===== src/sv/lfmp_pkg.sv =====
`default_nettype none

package lfmp_pkg;

   localparam int BUFFER_BYTES_DEF     = 4096;
   localparam int SIZE_FIELD_BYTES_DEF = 8;

   localparam logic [7:0] MAGIC_FIRST  = 8'hAA;
   localparam logic [7:0] MAGIC_SECOND = 8'h55;

   localparam logic [1:0] KIND_HEADER  = 2'd0;
   localparam logic [1:0] KIND_PAYLOAD = 2'd1;
   localparam logic [1:0] KIND_ERROR   = 2'd2;

   localparam logic [2:0] ERR_NONE  = 3'd0;
   localparam logic [2:0] ERR_MAGIC = 3'd1;
   localparam logic [2:0] ERR_WIDTH = 3'd2;
   localparam logic [2:0] ERR_SHORT = 3'd3;
   localparam logic [2:0] ERR_LONG  = 3'd4;

   typedef struct packed {
      logic [7:0] data_byte;
      logic       start_req;
   } req_item_type;

   typedef struct packed {
      logic [1:0]  kind;
      logic [63:0] frame_count;
      logic [7:0]  payload_byte;
      logic        last;
      logic [2:0]  error_code;
   } rsp_item_type;

   // parser stage to output register
   typedef struct packed {
      logic         valid;
      rsp_item_type item;
   } result_type;

endpackage

`default_nettype wire


===== src/sv/lfmp_req_if.sv =====
`default_nettype none

interface lfmp_req_if;
   logic       valid;
   logic       ready;
   logic [7:0] data_byte;
   logic       start_req;

   modport source (output valid, output data_byte, output start_req, input ready);
   modport sink (input valid, input data_byte, input start_req, output ready);
endinterface

`default_nettype wire


===== src/sv/lfmp_rsp_if.sv =====
`default_nettype none

interface lfmp_rsp_if;
   logic        valid;
   logic        ready;
   logic [1:0]  kind;
   logic [63:0] frame_count;
   logic [7:0]  payload_byte;
   logic        last;
   logic [2:0]  error_code;

   modport source (output valid, output kind, output frame_count, output payload_byte,
                   output last, output error_code, input ready);
   modport sink (input valid, input kind, input frame_count, input payload_byte,
                 input last, input error_code, output ready);
endinterface

`default_nettype wire


===== src/sv/length_framed_message_parser_core.sv =====
// An accepted item is held in the input register; the parse logic writes its result into
// the result register, which offers it on rsp_chan. Throughput: one item per cycle while
// the result register has room; the result register frees in the cycle it drains.
// Items that cause no result pass the parse stage even while the result register is full.
// Reset (synchronous): empties both registers and returns the parser to idle.
`default_nettype none

module length_framed_message_parser_core #(
   parameter int BUFFER_BYTES     = lfmp_pkg::BUFFER_BYTES_DEF,
   parameter int SIZE_FIELD_BYTES = lfmp_pkg::SIZE_FIELD_BYTES_DEF
) (
   input  wire        clock,
   input  wire        reset,
   lfmp_req_if.sink   req_chan,
   lfmp_rsp_if.source rsp_chan
);
   import lfmp_pkg::*;

   logic         item_valid;
   req_item_type item;
   logic         take;
   logic         out_room;
   result_type   result;

   lfmp_in_stage u_in_stage (
      .clock      (clock),
      .reset      (reset),
      .req_chan   (req_chan),
      .take       (take),
      .item_valid (item_valid),
      .item       (item)
   );

   lfmp_parse #(
      .BUFFER_BYTES     (BUFFER_BYTES),
      .SIZE_FIELD_BYTES (SIZE_FIELD_BYTES)
   ) u_parse (
      .clock      (clock),
      .reset      (reset),
      .item_valid (item_valid),
      .item       (item),
      .out_room   (out_room),
      .take       (take),
      .result     (result)
   );

   lfmp_out_stage u_out_stage (
      .clock    (clock),
      .reset    (reset),
      .result   (result),
      .out_room (out_room),
      .rsp_chan (rsp_chan)
   );

   // never overwrite a result that is still waiting
   a_no_overwrite: assert property (@(posedge clock) disable iff (reset)
      (rsp_chan.valid && !rsp_chan.ready) |-> !result.valid)
      else $error("result pushed into a full output register");

   a_error_ends: assert property (@(posedge clock) disable iff (reset)
      (rsp_chan.valid && rsp_chan.kind == KIND_ERROR) |->
         (rsp_chan.last && rsp_chan.error_code != ERR_NONE))
      else $error("error result without last or code");

   a_code_only_on_error: assert property (@(posedge clock) disable iff (reset)
      (rsp_chan.valid && rsp_chan.kind != KIND_ERROR) |-> (rsp_chan.error_code == ERR_NONE))
      else $error("error code on a non-error result");

   a_take_needs_item: assert property (@(posedge clock) disable iff (reset)
      take |-> item_valid)
      else $error("parse stage took an empty input register");

endmodule

`default_nettype wire


===== src/sv/lfmp_in_stage.sv =====
`default_nettype none

module lfmp_in_stage (
   input  wire                   clock,
   input  wire                   reset,
   lfmp_req_if.sink              req_chan,
   input  wire                   take,
   output logic                  item_valid,
   output lfmp_pkg::req_item_type item
);
   import lfmp_pkg::*;

   logic         valid_ff, valid_in;
   req_item_type item_ff;
   logic         load;

   assign req_chan.ready = !valid_ff || take;
   assign load           = req_chan.valid && req_chan.ready;
   assign valid_in       = load ? 1'b1 : (take ? 1'b0 : valid_ff);

   always_ff @(posedge clock) begin
      if (reset) begin
         valid_ff <= 1'b0;
      end else begin
         valid_ff <= valid_in;
      end
   end

   always_ff @(posedge clock) begin
      if (load) begin
         item_ff.data_byte <= req_chan.data_byte;
         item_ff.start_req <= req_chan.start_req;
      end
   end

   assign item_valid = valid_ff;
   assign item       = item_ff;

endmodule

`default_nettype wire


===== src/sv/lfmp_parse.sv =====
`default_nettype none

module lfmp_parse #(
   parameter int BUFFER_BYTES     = lfmp_pkg::BUFFER_BYTES_DEF,
   parameter int SIZE_FIELD_BYTES = lfmp_pkg::SIZE_FIELD_BYTES_DEF
) (
   input  wire                    clock,
   input  wire                    reset,
   input  wire                    item_valid,
   input  lfmp_pkg::req_item_type item,
   input  wire                    out_room,
   output logic                   take,
   output lfmp_pkg::result_type   result
);
   import lfmp_pkg::*;

   localparam int IDX_W        = $clog2(SIZE_FIELD_BYTES);
   localparam int FIELD_W      = 8 * SIZE_FIELD_BYTES;
   localparam int HEADER_BYTES = 3 + 2 * SIZE_FIELD_BYTES;
   localparam int REM_W        = $clog2(BUFFER_BYTES + 1);

   localparam logic [2:0] PH_IDLE    = 3'd0;
   localparam logic [2:0] PH_MAGIC2  = 3'd1;
   localparam logic [2:0] PH_WIDTH   = 3'd2;
   localparam logic [2:0] PH_LENGTH  = 3'd3;
   localparam logic [2:0] PH_FRAMES  = 3'd4;
   localparam logic [2:0] PH_PAYLOAD = 3'd5;

   logic [2:0]         phase_ff, phase_in;
   logic [IDX_W-1:0]   idx_ff, idx_in;
   logic [FIELD_W-1:0] length_ff, length_in;
   logic [FIELD_W-1:0] frames_ff, frames_in;
   logic [REM_W-1:0]   remain_ff, remain_in;

   logic [FIELD_W-1:0] shifted;
   logic [FIELD_W-1:0] length_full;
   logic [FIELD_W-1:0] frames_full;
   logic [63:0]        length_wide;
   logic [63:0]        payload_len;
   logic               field_done;
   rsp_item_type       res;
   logic               res_valid;

   assign shifted     = FIELD_W'(item.data_byte) << {idx_ff, 3'b000};
   assign length_full = length_ff | shifted;
   assign frames_full = frames_ff | shifted;
   assign length_wide = 64'(length_full);
   assign payload_len = length_wide - 64'(HEADER_BYTES);
   assign field_done  = (idx_ff == IDX_W'(SIZE_FIELD_BYTES - 1));

   always_comb begin
      phase_in  = phase_ff;
      idx_in    = idx_ff;
      length_in = length_ff;
      frames_in = frames_ff;
      remain_in = remain_ff;
      res_valid = 1'b0;
      res       = '0;

      if (item.start_req) begin
         idx_in    = '0;
         length_in = '0;
         frames_in = '0;
         remain_in = '0;
         if (item.data_byte != MAGIC_FIRST) begin
            phase_in       = PH_IDLE;
            res_valid      = 1'b1;
            res.kind       = KIND_ERROR;
            res.last       = 1'b1;
            res.error_code = ERR_MAGIC;
         end else begin
            phase_in = PH_MAGIC2;
         end
      end else begin
         unique case (phase_ff)
            PH_IDLE: begin
               phase_in = PH_IDLE;
            end
            PH_MAGIC2: begin
               if (item.data_byte != MAGIC_SECOND) begin
                  phase_in       = PH_IDLE;
                  res_valid      = 1'b1;
                  res.kind       = KIND_ERROR;
                  res.last       = 1'b1;
                  res.error_code = ERR_MAGIC;
               end else begin
                  phase_in = PH_WIDTH;
               end
            end
            PH_WIDTH: begin
               if (item.data_byte != 8'(SIZE_FIELD_BYTES)) begin
                  phase_in       = PH_IDLE;
                  res_valid      = 1'b1;
                  res.kind       = KIND_ERROR;
                  res.last       = 1'b1;
                  res.error_code = ERR_WIDTH;
               end else begin
                  idx_in   = '0;
                  phase_in = PH_LENGTH;
               end
            end
            PH_LENGTH: begin
               length_in = length_full;
               idx_in    = idx_ff + IDX_W'(1);
               if (field_done) begin
                  if (length_wide < 64'(HEADER_BYTES)) begin
                     phase_in       = PH_IDLE;
                     res_valid      = 1'b1;
                     res.kind       = KIND_ERROR;
                     res.last       = 1'b1;
                     res.error_code = ERR_SHORT;
                  end else if (length_wide > 64'(BUFFER_BYTES)) begin
                     phase_in       = PH_IDLE;
                     res_valid      = 1'b1;
                     res.kind       = KIND_ERROR;
                     res.last       = 1'b1;
                     res.error_code = ERR_LONG;
                  end else begin
                     remain_in = REM_W'(payload_len);
                     idx_in    = '0;
                     phase_in  = PH_FRAMES;
                  end
               end
            end
            PH_FRAMES: begin
               frames_in = frames_full;
               idx_in    = idx_ff + IDX_W'(1);
               if (field_done) begin
                  idx_in          = '0;
                  res_valid       = 1'b1;
                  res.kind        = KIND_HEADER;
                  res.frame_count = 64'(frames_full);
                  res.last        = (remain_ff == '0);
                  phase_in        = (remain_ff == '0) ? PH_IDLE : PH_PAYLOAD;
               end
            end
            PH_PAYLOAD: begin
               // remaining count is never zero here
               remain_in        = remain_ff - REM_W'(1);
               res_valid        = 1'b1;
               res.kind         = KIND_PAYLOAD;
               res.payload_byte = item.data_byte;
               res.last         = (remain_ff == REM_W'(1));
               if (remain_ff == REM_W'(1)) begin
                  phase_in = PH_IDLE;
               end
            end
            default: begin
               phase_in = PH_IDLE;
            end
         endcase
      end
   end

   // an item with no result never waits on the output register
   assign take = item_valid && (!res_valid || out_room);

   always_ff @(posedge clock) begin
      if (reset) begin
         phase_ff  <= PH_IDLE;
         idx_ff    <= '0;
         remain_ff <= '0;
      end else if (take) begin
         phase_ff  <= phase_in;
         idx_ff    <= idx_in;
         remain_ff <= remain_in;
      end
   end

   always_ff @(posedge clock) begin
      if (take) begin
         length_ff <= length_in;
         frames_ff <= frames_in;
      end
   end

   assign result.valid = take && res_valid;
   assign result.item  = res;

endmodule

`default_nettype wire


===== src/sv/lfmp_out_stage.sv =====
`default_nettype none

module lfmp_out_stage (
   input  wire                  clock,
   input  wire                  reset,
   input  lfmp_pkg::result_type result,
   output logic                 out_room,
   lfmp_rsp_if.source           rsp_chan
);
   import lfmp_pkg::*;

   logic         valid_ff, valid_in;
   rsp_item_type item_ff;
   logic         drain;

   assign drain    = valid_ff && rsp_chan.ready;
   assign out_room = !valid_ff || rsp_chan.ready;
   assign valid_in = result.valid ? 1'b1 : (drain ? 1'b0 : valid_ff);

   always_ff @(posedge clock) begin
      if (reset) begin
         valid_ff <= 1'b0;
      end else begin
         valid_ff <= valid_in;
      end
   end

   always_ff @(posedge clock) begin
      if (result.valid) begin
         item_ff <= result.item;
      end
   end

   assign rsp_chan.valid        = valid_ff;
   assign rsp_chan.kind         = item_ff.kind;
   assign rsp_chan.frame_count  = item_ff.frame_count;
   assign rsp_chan.payload_byte = item_ff.payload_byte;
   assign rsp_chan.last         = item_ff.last;
   assign rsp_chan.error_code   = item_ff.error_code;

endmodule

`default_nettype wire


===== src/flat_wrapper.sv =====
// flat-port wrapper written by rule: the top's interface ports become plain ports
module length_framed_message_parser_core_flat import lfmp_pkg::*;
#(
   parameter int BUFFER_BYTES     = lfmp_pkg::BUFFER_BYTES_DEF,
   parameter int SIZE_FIELD_BYTES = lfmp_pkg::SIZE_FIELD_BYTES_DEF
)
  (clock, reset, req_chan_valid, req_chan_data_byte, req_chan_start_req, req_chan_ready, rsp_chan_valid, rsp_chan_kind, rsp_chan_frame_count, rsp_chan_payload_byte, rsp_chan_last, rsp_chan_error_code, rsp_chan_ready);
  lfmp_req_if req_chan_i ();
  lfmp_rsp_if rsp_chan_i ();
  input  wire clock;
  input  wire reset;
  input wire logic [$bits(req_chan_i.valid)-1:0] req_chan_valid;
  input wire logic [$bits(req_chan_i.data_byte)-1:0] req_chan_data_byte;
  input wire logic [$bits(req_chan_i.start_req)-1:0] req_chan_start_req;
  output wire logic [$bits(req_chan_i.ready)-1:0] req_chan_ready;
  output wire logic [$bits(rsp_chan_i.valid)-1:0] rsp_chan_valid;
  output wire logic [$bits(rsp_chan_i.kind)-1:0] rsp_chan_kind;
  output wire logic [$bits(rsp_chan_i.frame_count)-1:0] rsp_chan_frame_count;
  output wire logic [$bits(rsp_chan_i.payload_byte)-1:0] rsp_chan_payload_byte;
  output wire logic [$bits(rsp_chan_i.last)-1:0] rsp_chan_last;
  output wire logic [$bits(rsp_chan_i.error_code)-1:0] rsp_chan_error_code;
  input wire logic [$bits(rsp_chan_i.ready)-1:0] rsp_chan_ready;
  assign req_chan_i.valid = req_chan_valid;
  assign req_chan_i.data_byte = req_chan_data_byte;
  assign req_chan_i.start_req = req_chan_start_req;
  assign req_chan_ready = req_chan_i.ready;
  assign rsp_chan_valid = rsp_chan_i.valid;
  assign rsp_chan_kind = rsp_chan_i.kind;
  assign rsp_chan_frame_count = rsp_chan_i.frame_count;
  assign rsp_chan_payload_byte = rsp_chan_i.payload_byte;
  assign rsp_chan_last = rsp_chan_i.last;
  assign rsp_chan_error_code = rsp_chan_i.error_code;
  assign rsp_chan_i.ready = rsp_chan_ready;
  length_framed_message_parser_core #(.BUFFER_BYTES(BUFFER_BYTES), .SIZE_FIELD_BYTES(SIZE_FIELD_BYTES)) u_core (.clock(clock), .reset(reset), .req_chan(req_chan_i), .rsp_chan(rsp_chan_i));
endmodule

===== config.mk =====
export PLATFORM = sky130hd
export DESIGN_NAME = length_framed_message_parser_core_flat
export DESIGN_NICKNAME = d
export VERILOG_FILES = /design/src/sv/lfmp_pkg.sv /design/src/sv/lfmp_req_if.sv /design/src/sv/lfmp_rsp_if.sv /design/src/sv/length_framed_message_parser_core.sv /design/src/sv/lfmp_in_stage.sv /design/src/sv/lfmp_parse.sv /design/src/sv/lfmp_out_stage.sv /design/src/flat_wrapper.sv
export SDC_FILE = /design/constraint.sdc
export NUM_CORES = 1
export LEC_CHECK = 0
export ABC_AREA = 1
export BUFFER_PORTS_ARGS = -buffer_cell sky130_fd_sc_hd__buf_2
export CELL_PAD_IN_SITES_DETAIL_PLACEMENT = 0
export CELL_PAD_IN_SITES_GLOBAL_PLACEMENT = 1
export CORE_UTILIZATION = 42
export DETAILED_ROUTE_END_ITERATION = 12
export GPL_ROUTABILITY_DRIVEN = 1
export PLACE_DENSITY_LB_ADDON = 0.1
export SYNTH_ARGS = -nofsm -noshare
export SYNTH_HDL_FRONTEND = slang
export SYNTH_SLANG_ARGS = --single-unit

===== constraint.sdc =====
create_clock -name clock -period 6.6 [get_ports clock]
set_clock_uncertainty 0.15 [all_clocks]
set_input_delay 0.33 -clock clock [delete_from_list [all_inputs] [get_ports clock]]
set_output_delay 0.33 -clock clock [all_outputs]
set_load 0.01 [all_outputs]

### Yosys cells after proc, flatten, opt, wreduce, memory -nomap -nowiden

Index checks and enable logic that the tools add are counted.
Widths: inputs -> output; s select.

| word-level totals | value |
|---|---|
| output and inout bits | 80 |
| bits of input ports | 13 |
| logic and storage cells | 121 |
| flip-flop bits (word level) | 236 |

| cells by class | value |
|---|---|
| reductions and logical operators | 24 |
| bitwise gates (word level) | 5 |
| add/subtract/negate cells | 3 |
| shift-type cells | 1 |
| equality and inequality tests | 16 |
| $lt $le $gt $ge | 2 |
| multiplexer cells | 56 |

Operators with widths:

| operator | number |
|---|---|
| $mux 64 | 2 |
| $or 64x64->64 | 2 |
| $gt 64x13->1 const B | 1 |
| $lt 64x5->1 const B | 1 |
| $shl 8x6->64 | 1 |
| $mux 13 | 4 |
| $mux 3 | 13 |
| $mux 4 | 7 |
| $pmux 13 s2 | 1 |
| $mux 2 | 9 |
| $ne 3x2->1 const B | 6 |
| $pmux 3 s3 | 2 |
| $pmux 3 s5 | 1 |
| $mux 1 | 14 |
| $eq 13x1->1 const B | 1 |
| $logic_not 13->1 | 1 |
| $sub 13x1->13 const B | 1 |
| $sub 13x5->13 const B | 1 |
| $pmux 1 s5 | 2 |
| $pmux 2 s5 | 1 |
| $eq 3x3->1 const B | 3 |
| $ne 8x4->1 const B | 1 |
| $ne 8x7->1 const B | 1 |
| $ne 8x8->1 const B | 1 |
| 16 further kinds | 30 |

### Logic depth before layout (Yosys ltp)

| depth | value |
|---|---|
| depth after elaboration | 14 |
| depth in mapped cells | 24 |
| mapped depth without buffers | 20 |

### Modules after synthesis

Synthesis repeated with hierarchy kept, for this count alone.

| unflattened totals | value |
|---|---|
| cell total of the unflattened synthesis | 1207 |
| area total of the unflattened synthesis | 11382.2 sq um |

Modules (own cells, without submodules):

| module | times used | sequential area each (sq um) | cells each | area an instance (sq um) |
|---|---|---|---|---|
| lfmp_parse | 1 | 4224.1 | 1109 | 8679.6 |
| lfmp_out_stage | 1 | 2362.3 | 83 | 2384.8 |
| lfmp_in_stage | 1 | 290.3 | 15 | 317.8 |

### Worst setup path before layout

Ideal clock, no wire load.

| path | value |
|---|---|
| path kind | register -> register |
| start | reg u_core.u_parse.idx_ff[2] |
| end | reg u_core.u_parse.frames_ff[0], enable pin |
| path slack | 423 ps |
| buffers on the path | 4 |
| period minus slack after synthesis | 6177 ps |
| cell stages (with the launch flop) | 23 |
| data required time | 5943 ps |
| data arrival time | 5519 ps |
| path through | dfxtp_1 -> buf_4 -> inv_2 -> buf_4 -> buf_4 -> nand4_1 -> nand2_1 -> inv_1 -> ha_1 -> a21boi_0 -> nand2_1 -> nor2_1 -> nand3_1 -> nand2_1 -> nand4_1 -> nand2_1 -> nand3_1 -> nand2_1 -> nand2_2 -> nand2_2 -> buf_2 -> nand2_1 -> a21oi_1 |

| on the way | value |
|---|---|
| longest elaborated chain between the ends | 12 |
| elaborated cells on any way between the ends | 15 |
| those cells by class | order compare: 2; eq/ne: 1; shift: 1; mux: 6; bitwise: 1; reduce/logical: 4 |

Ends and longest elaborated chain:

| what | line | text |
|---|---|---|
| start, declared | lfmp_parse.sv:30 | `logic [IDX_W-1:0] idx_ff, idx_in;` |
| start signal, assigned | lfmp_parse.sv:165 | `idx_ff <= idx_in;` |
| $shl 8x6->64 (*) | lfmp_parse.sv:44 | `assign shifted = FIELD_W'(item.data_byte) << {idx_ff, 3'b000};` |
| $or 64x64->64 (*) | lfmp_parse.sv:45 | `assign length_full = length_ff \| shifted;` |
| net u_core.u_parse.length_full[0] | lfmp_parse.sv:36 | `logic [FIELD_W-1:0] length_full;` |
| $gt 64x13->1 | lfmp_parse.sv:112 | `end else if (length_wide > 64'(BUFFER_BYTES)) begin` |
| $mux 1 | lfmp_parse.sv:112 |  |
| $mux 1 (*) | lfmp_parse.sv:106 | `if (length_wide < 64'(HEADER_BYTES)) begin` |
| $mux 1 (*) | lfmp_parse.sv:105 | `if (field_done) begin` |
| $pmux 1 s5 (*) | lfmp_parse.sv:75 | `unique case (phase_ff)` |
| $mux 1 (*) | lfmp_parse.sv:60 | `if (item.start_req) begin` |
| $logic_not 1->1 (*) | lfmp_parse.sv:156 | `assign take = item_valid && (!res_valid \|\| out_room);` |
| $logic_or 1x1->1 (*) | lfmp_parse.sv:156 |  |
| $logic_and 1x1->1 (*) | lfmp_parse.sv:156 |  |
| $reduce_and 2->1 (no line) (*) | -- |  |
| end signal, assigned | lfmp_parse.sv:173 | `frames_ff <= frames_in;` |
| end, declared | lfmp_parse.sv:32 | `logic [FIELD_W-1:0] frames_ff, frames_in;` |

The timed path passes the listed nets; every way through them passes the cells marked *.
A chain may end at the register's enable or synchronous reset.

### Final worst setup path

| path | value |
|---|---|
| start | reg u_core.u_parse.idx_ff[2] |
| end | reg u_core.u_parse.length_ff[53], enable pin |

| on the way | value |
|---|---|
| longest elaborated chain between the ends | 12 |
| elaborated cells on any way between the ends | 15 |
| those cells by class | order compare: 2; eq/ne: 1; shift: 1; mux: 6; bitwise: 1; reduce/logical: 4 |

Ends and longest elaborated chain:

| what | line | text |
|---|---|---|
| $shl 8x6->64 (*) | lfmp_parse.sv:44 |  |
| $or 64x64->64 (*) | lfmp_parse.sv:45 |  |
| net u_core.u_parse.length_full[0] | lfmp_parse.sv:36 |  |
| $gt 64x13->1 | lfmp_parse.sv:112 |  |
| $mux 1 | lfmp_parse.sv:112 |  |
| $mux 1 (*) | lfmp_parse.sv:106 |  |
| $mux 1 (*) | lfmp_parse.sv:105 |  |
| $pmux 1 s5 (*) | lfmp_parse.sv:75 |  |
| $mux 1 (*) | lfmp_parse.sv:60 |  |
| $logic_not 1->1 (*) | lfmp_parse.sv:156 |  |
| $logic_or 1x1->1 (*) | lfmp_parse.sv:156 |  |
| $logic_and 1x1->1 (*) | lfmp_parse.sv:156 |  |
| $reduce_and 2->1 (no line) (*) | -- |  |
| end signal, assigned | lfmp_parse.sv:172 | `length_ff <= length_in;` |
| end, declared | lfmp_parse.sv:31 | `logic [FIELD_W-1:0] length_ff, length_in;` |

Marks and branches as above.

==> results.md <==
* Peak VDD IR at roughly 0.19 mV
* Clock tree buffer depth at 3
* Ant. Diodes at 0
* Min cycle time layout at between 4 and 5 ns
* Top Ports at a little over 90
* Synthesized cell area at between 0.01 and 0.015 mm²
* Syn_area_per_cell at around 9.5 µm²
* Number of synthesized register bits at around 240
* PwrDens at 274 mW/mm²
* Die height at ~160 µm
* Syn nets at 1183
* Slowest stage delay, CP at 0.77 ns
* Final net count at between 1000 and 1500
* Final setup viols at 0
* Initial core utilization at 42.7%
* Residual DRC at 0
* Leak Pwr at approximately 5.5 nW
* Die X at between 150 and 200 µm
* Largest net degree at the start of global routing at 79
* Startpoint Class: flop
* CTS root buf: clkbuf_16
* Crit-path slowest cell: dfxtp_1
* WL final at between 20000 and 30000 µm
* GP Congestion at about 0.84
* Number of CTS-inserted buffers at 28
* Vias/cell at 5.13
* F_max at roughly 0.2 GHz
* Total Die Area at 0.0271 mm²
* Vias in the first global route at roughly 7800
* Fraction of layout cells with a size suffix above 1 at between 10% and 20%
* Crit path max-delay family: simple AND/OR/NAND/NOR gates
* Yosys warning count at 0
* WS Path Type: flop to flop
* Setup TNS Final at 0 ns
* Congestion Overflow GR at 0
* Std-Cell Rows at 59
* # hold bufs at CTS at 12
* Mapped Cells at around 1200
* Critical path required time at between 6 and 7 ns
* Vias at between 8000 and 9000
* Setup repair bufs after CTS at 0
* Clock latency on the worst-skew pair at around 0.55 ns
* Run status: complete, no violations
* Register area share after synthesis at 62.0%
* Top-count cell post-synth: edfxtp_1
* Worst-Margin Slew at a little over 0.9 ns
* DR WL/cell at approximately 18 µm
* Worst slew margin at approximately two fifths
* Global-route usage over all layers at between 20% and 30%
* Cell taking the most area after synthesis: edfxtp_1
* Ranking of synthesized cells by area: edfxtp_1 58%, a21oi_1 6.9%, nor2_1 6.7%
* Detail Placement HPWL at roughly 18000 µm
* Worst Hold Class: input pin to flop
* Cts repair resizes at 0
* Post-synthesis cell type count at 37
* Async set or reset register ratio after synthesis at 0%
* Clk slew on worst S/H paths at about 0.06 ns
* PortBufs at 92
* EDFF count, synth at between 200 and 250
* # clock sinks at between 200 and 250
* RSZ-0062 raised after global routing: false
* Dominant synthesized flop cell: edfxtp_1
* Initial DRC count at 628
* Period utilisation layout at about three quarters
* Final Instance Count excl. Fillers at about 1600
* DR pass1 iterations at 7
* Slew Viols, Final at 0
* MaxCap Viol Count at 0
* Antenna viol nets, final at 0
* Htree depth at 1
* Global-route wire length before repair at 44300 µm
* Initial antenna violation count at 0
* Hold_ws at roughly 0.35 ns
* CP Data Arrival Time at between 4 and 5 ns
* Core footprint at roughly 0.026 mm²
* Share of the synthesized area in the top cell type at about three fifths
* Syn-to-layout area delta at 15.6%
* Placed Cells at around 1500
* Critical path buffers and inverters at 3
* Final-report hold violation count at 0
* Crit-path cells: inv_2 -> nand4_1 -> nand2_1 -> inv_1 -> ha_1 -> a21boi_0 -> nand2_1 -> nor2_1 -> nand3_1 -> nand2_1 -> nand4_1 -> nand2_1 -> nand3_1 -> nand2_1 -> nand2_2 -> nand2_2 -> nand2_1 -> a21oi_4 -> buf_4
* CTS tree: yes
* Cell mode on critical path: nand2_1
* Crit path max fanout at 64
* CP Capture Type: flop
* Top cells by count, synth: 215 x edfxtp_1, 198 x nor2_1, 184 x inv_1, 153 x a21oi_1, 142 x nand2_1
==> layer usage <==
layer | GRT usage [%] | part of all wire (%) | wire, µm
met5 | 0 | 0 | 0
met4 | 6.21 | 2.3 | 669
met3 | 2.89 | 5.1 | 1470
met2 | 33.8 | 45 | 12900
met1 | 31.2 | 48 | 13900
==> layout make-up <==
class                   instances  area (µm²)
fillers                      2549       13200
flip-flops and latches        236        6880
multi-input cells             671        3210
clock buffers                  43         777
inverters                     198         747
repair buffers                114         668
well taps                     335         419
clock inverters                 9         125
==> report_power, final <==
| group | internal, mW | total [mW] | switching (mW) | leakage (nW) |
|---|---|---|---|---|
| Combinational | 0.0784 | 0.275 | 0.196 | 2.76 |
| Clock | 0.923 | 1.52 | 0.597 | 0.432 |
| Sequential | 1.68 | 1.72 | 0.0327 | 2.27 |
| Total | 2.69 | 3.51 | 0.826 | 5.46 |
==> placed cells by master (no fill, tap or decap), drive strengths merged, types with 3 or more instances in the layout <==
master and count:
a21oi 153, buf 102, bufinv 3, clkbuf 43, clkinv 9, dfxtp 21
dlygate4sd3 12, edfxtp 215, ha 6, inv 195, nand2 144, nand3 40
nand4 67, nor2 199, nor3 8, nor4 3, o21ai 19, o21bai 12
xor2 6
==> metrics by stage <==
| stage | total power, mW | setup slack [ns] | utilization, % | cell area, µm² |
|---|---|---|---|---|
| after detailed placement | 2.02 | 1.71 | 45.4 | 11800 |
| final | 3.51 | 1.69 | 49.4 | 12800 |
| after CTS | 3.55 | 1.70 | 49.4 | 12800 |
| after floorplan | 1.93 | 0.423 | - | 11100 |
| after global placement | 2.02 | 1.87 | 45.4 | 11800 |
| after global routing | 3.64 | 1.19 | 49.4 | 12800 |
==> path summary, 6_finish.rpt <==
kind                                                           startpoint                                         end  slack (ns)  depth (start not counted)
worst max-delay path                u_core.u_parse.idx_ff[2]$_SDFFE_PP0P_  u_core.u_parse.length_ff[53]$_SDFFCE_PP0P_        1.69                         19
worst max register to register      u_core.u_parse.idx_ff[2]$_SDFFE_PP0P_  u_core.u_parse.length_ff[53]$_SDFFCE_PP0P_        1.69                         19
worst min-delay path                                   req_chan_start_req         u_core.u_in_stage.item[0]$_DFFE_PP_        0.35                          2
worst min register to register  u_core.u_parse.remain_ff[10]$_SDFFE_PP0P_   u_core.u_parse.remain_ff[10]$_SDFFE_PP0P_        0.38                          4
==> state kept, by name, summed over array words and instances, names as in the netlist <==
name	cells
u_core.u_out_stage.rsp_chan.frame_count	64
u_core.u_parse.frames_ff	64
u_core.u_parse.length_ff	64
u_core.u_parse.remain_ff	13
u_core.u_in_stage.item	9
u_core.u_out_stage.rsp_chan.payload_byte	8
u_core.u_out_stage.rsp_chan.error_code	3
u_core.u_parse.idx_ff	3
u_core.u_parse.phase_ff	3
u_core.u_out_stage.rsp_chan.kind	2
u_core.u_in_stage.item_valid	1
u_core.u_out_stage.rsp_chan.last	1
u_core.u_out_stage.rsp_chan.valid	1
==> cell families after synthesis <==
family,synth area share [%]
DFF,62.0
xor gates and xnor gates,0.553
adders and majority gates,0.677
buffers and inverters,9.33
AOI/OAI and AO/OA,9.41
and+or+nand+nor,18.1
No activity file was read; power rests on OpenSTA's default activity.
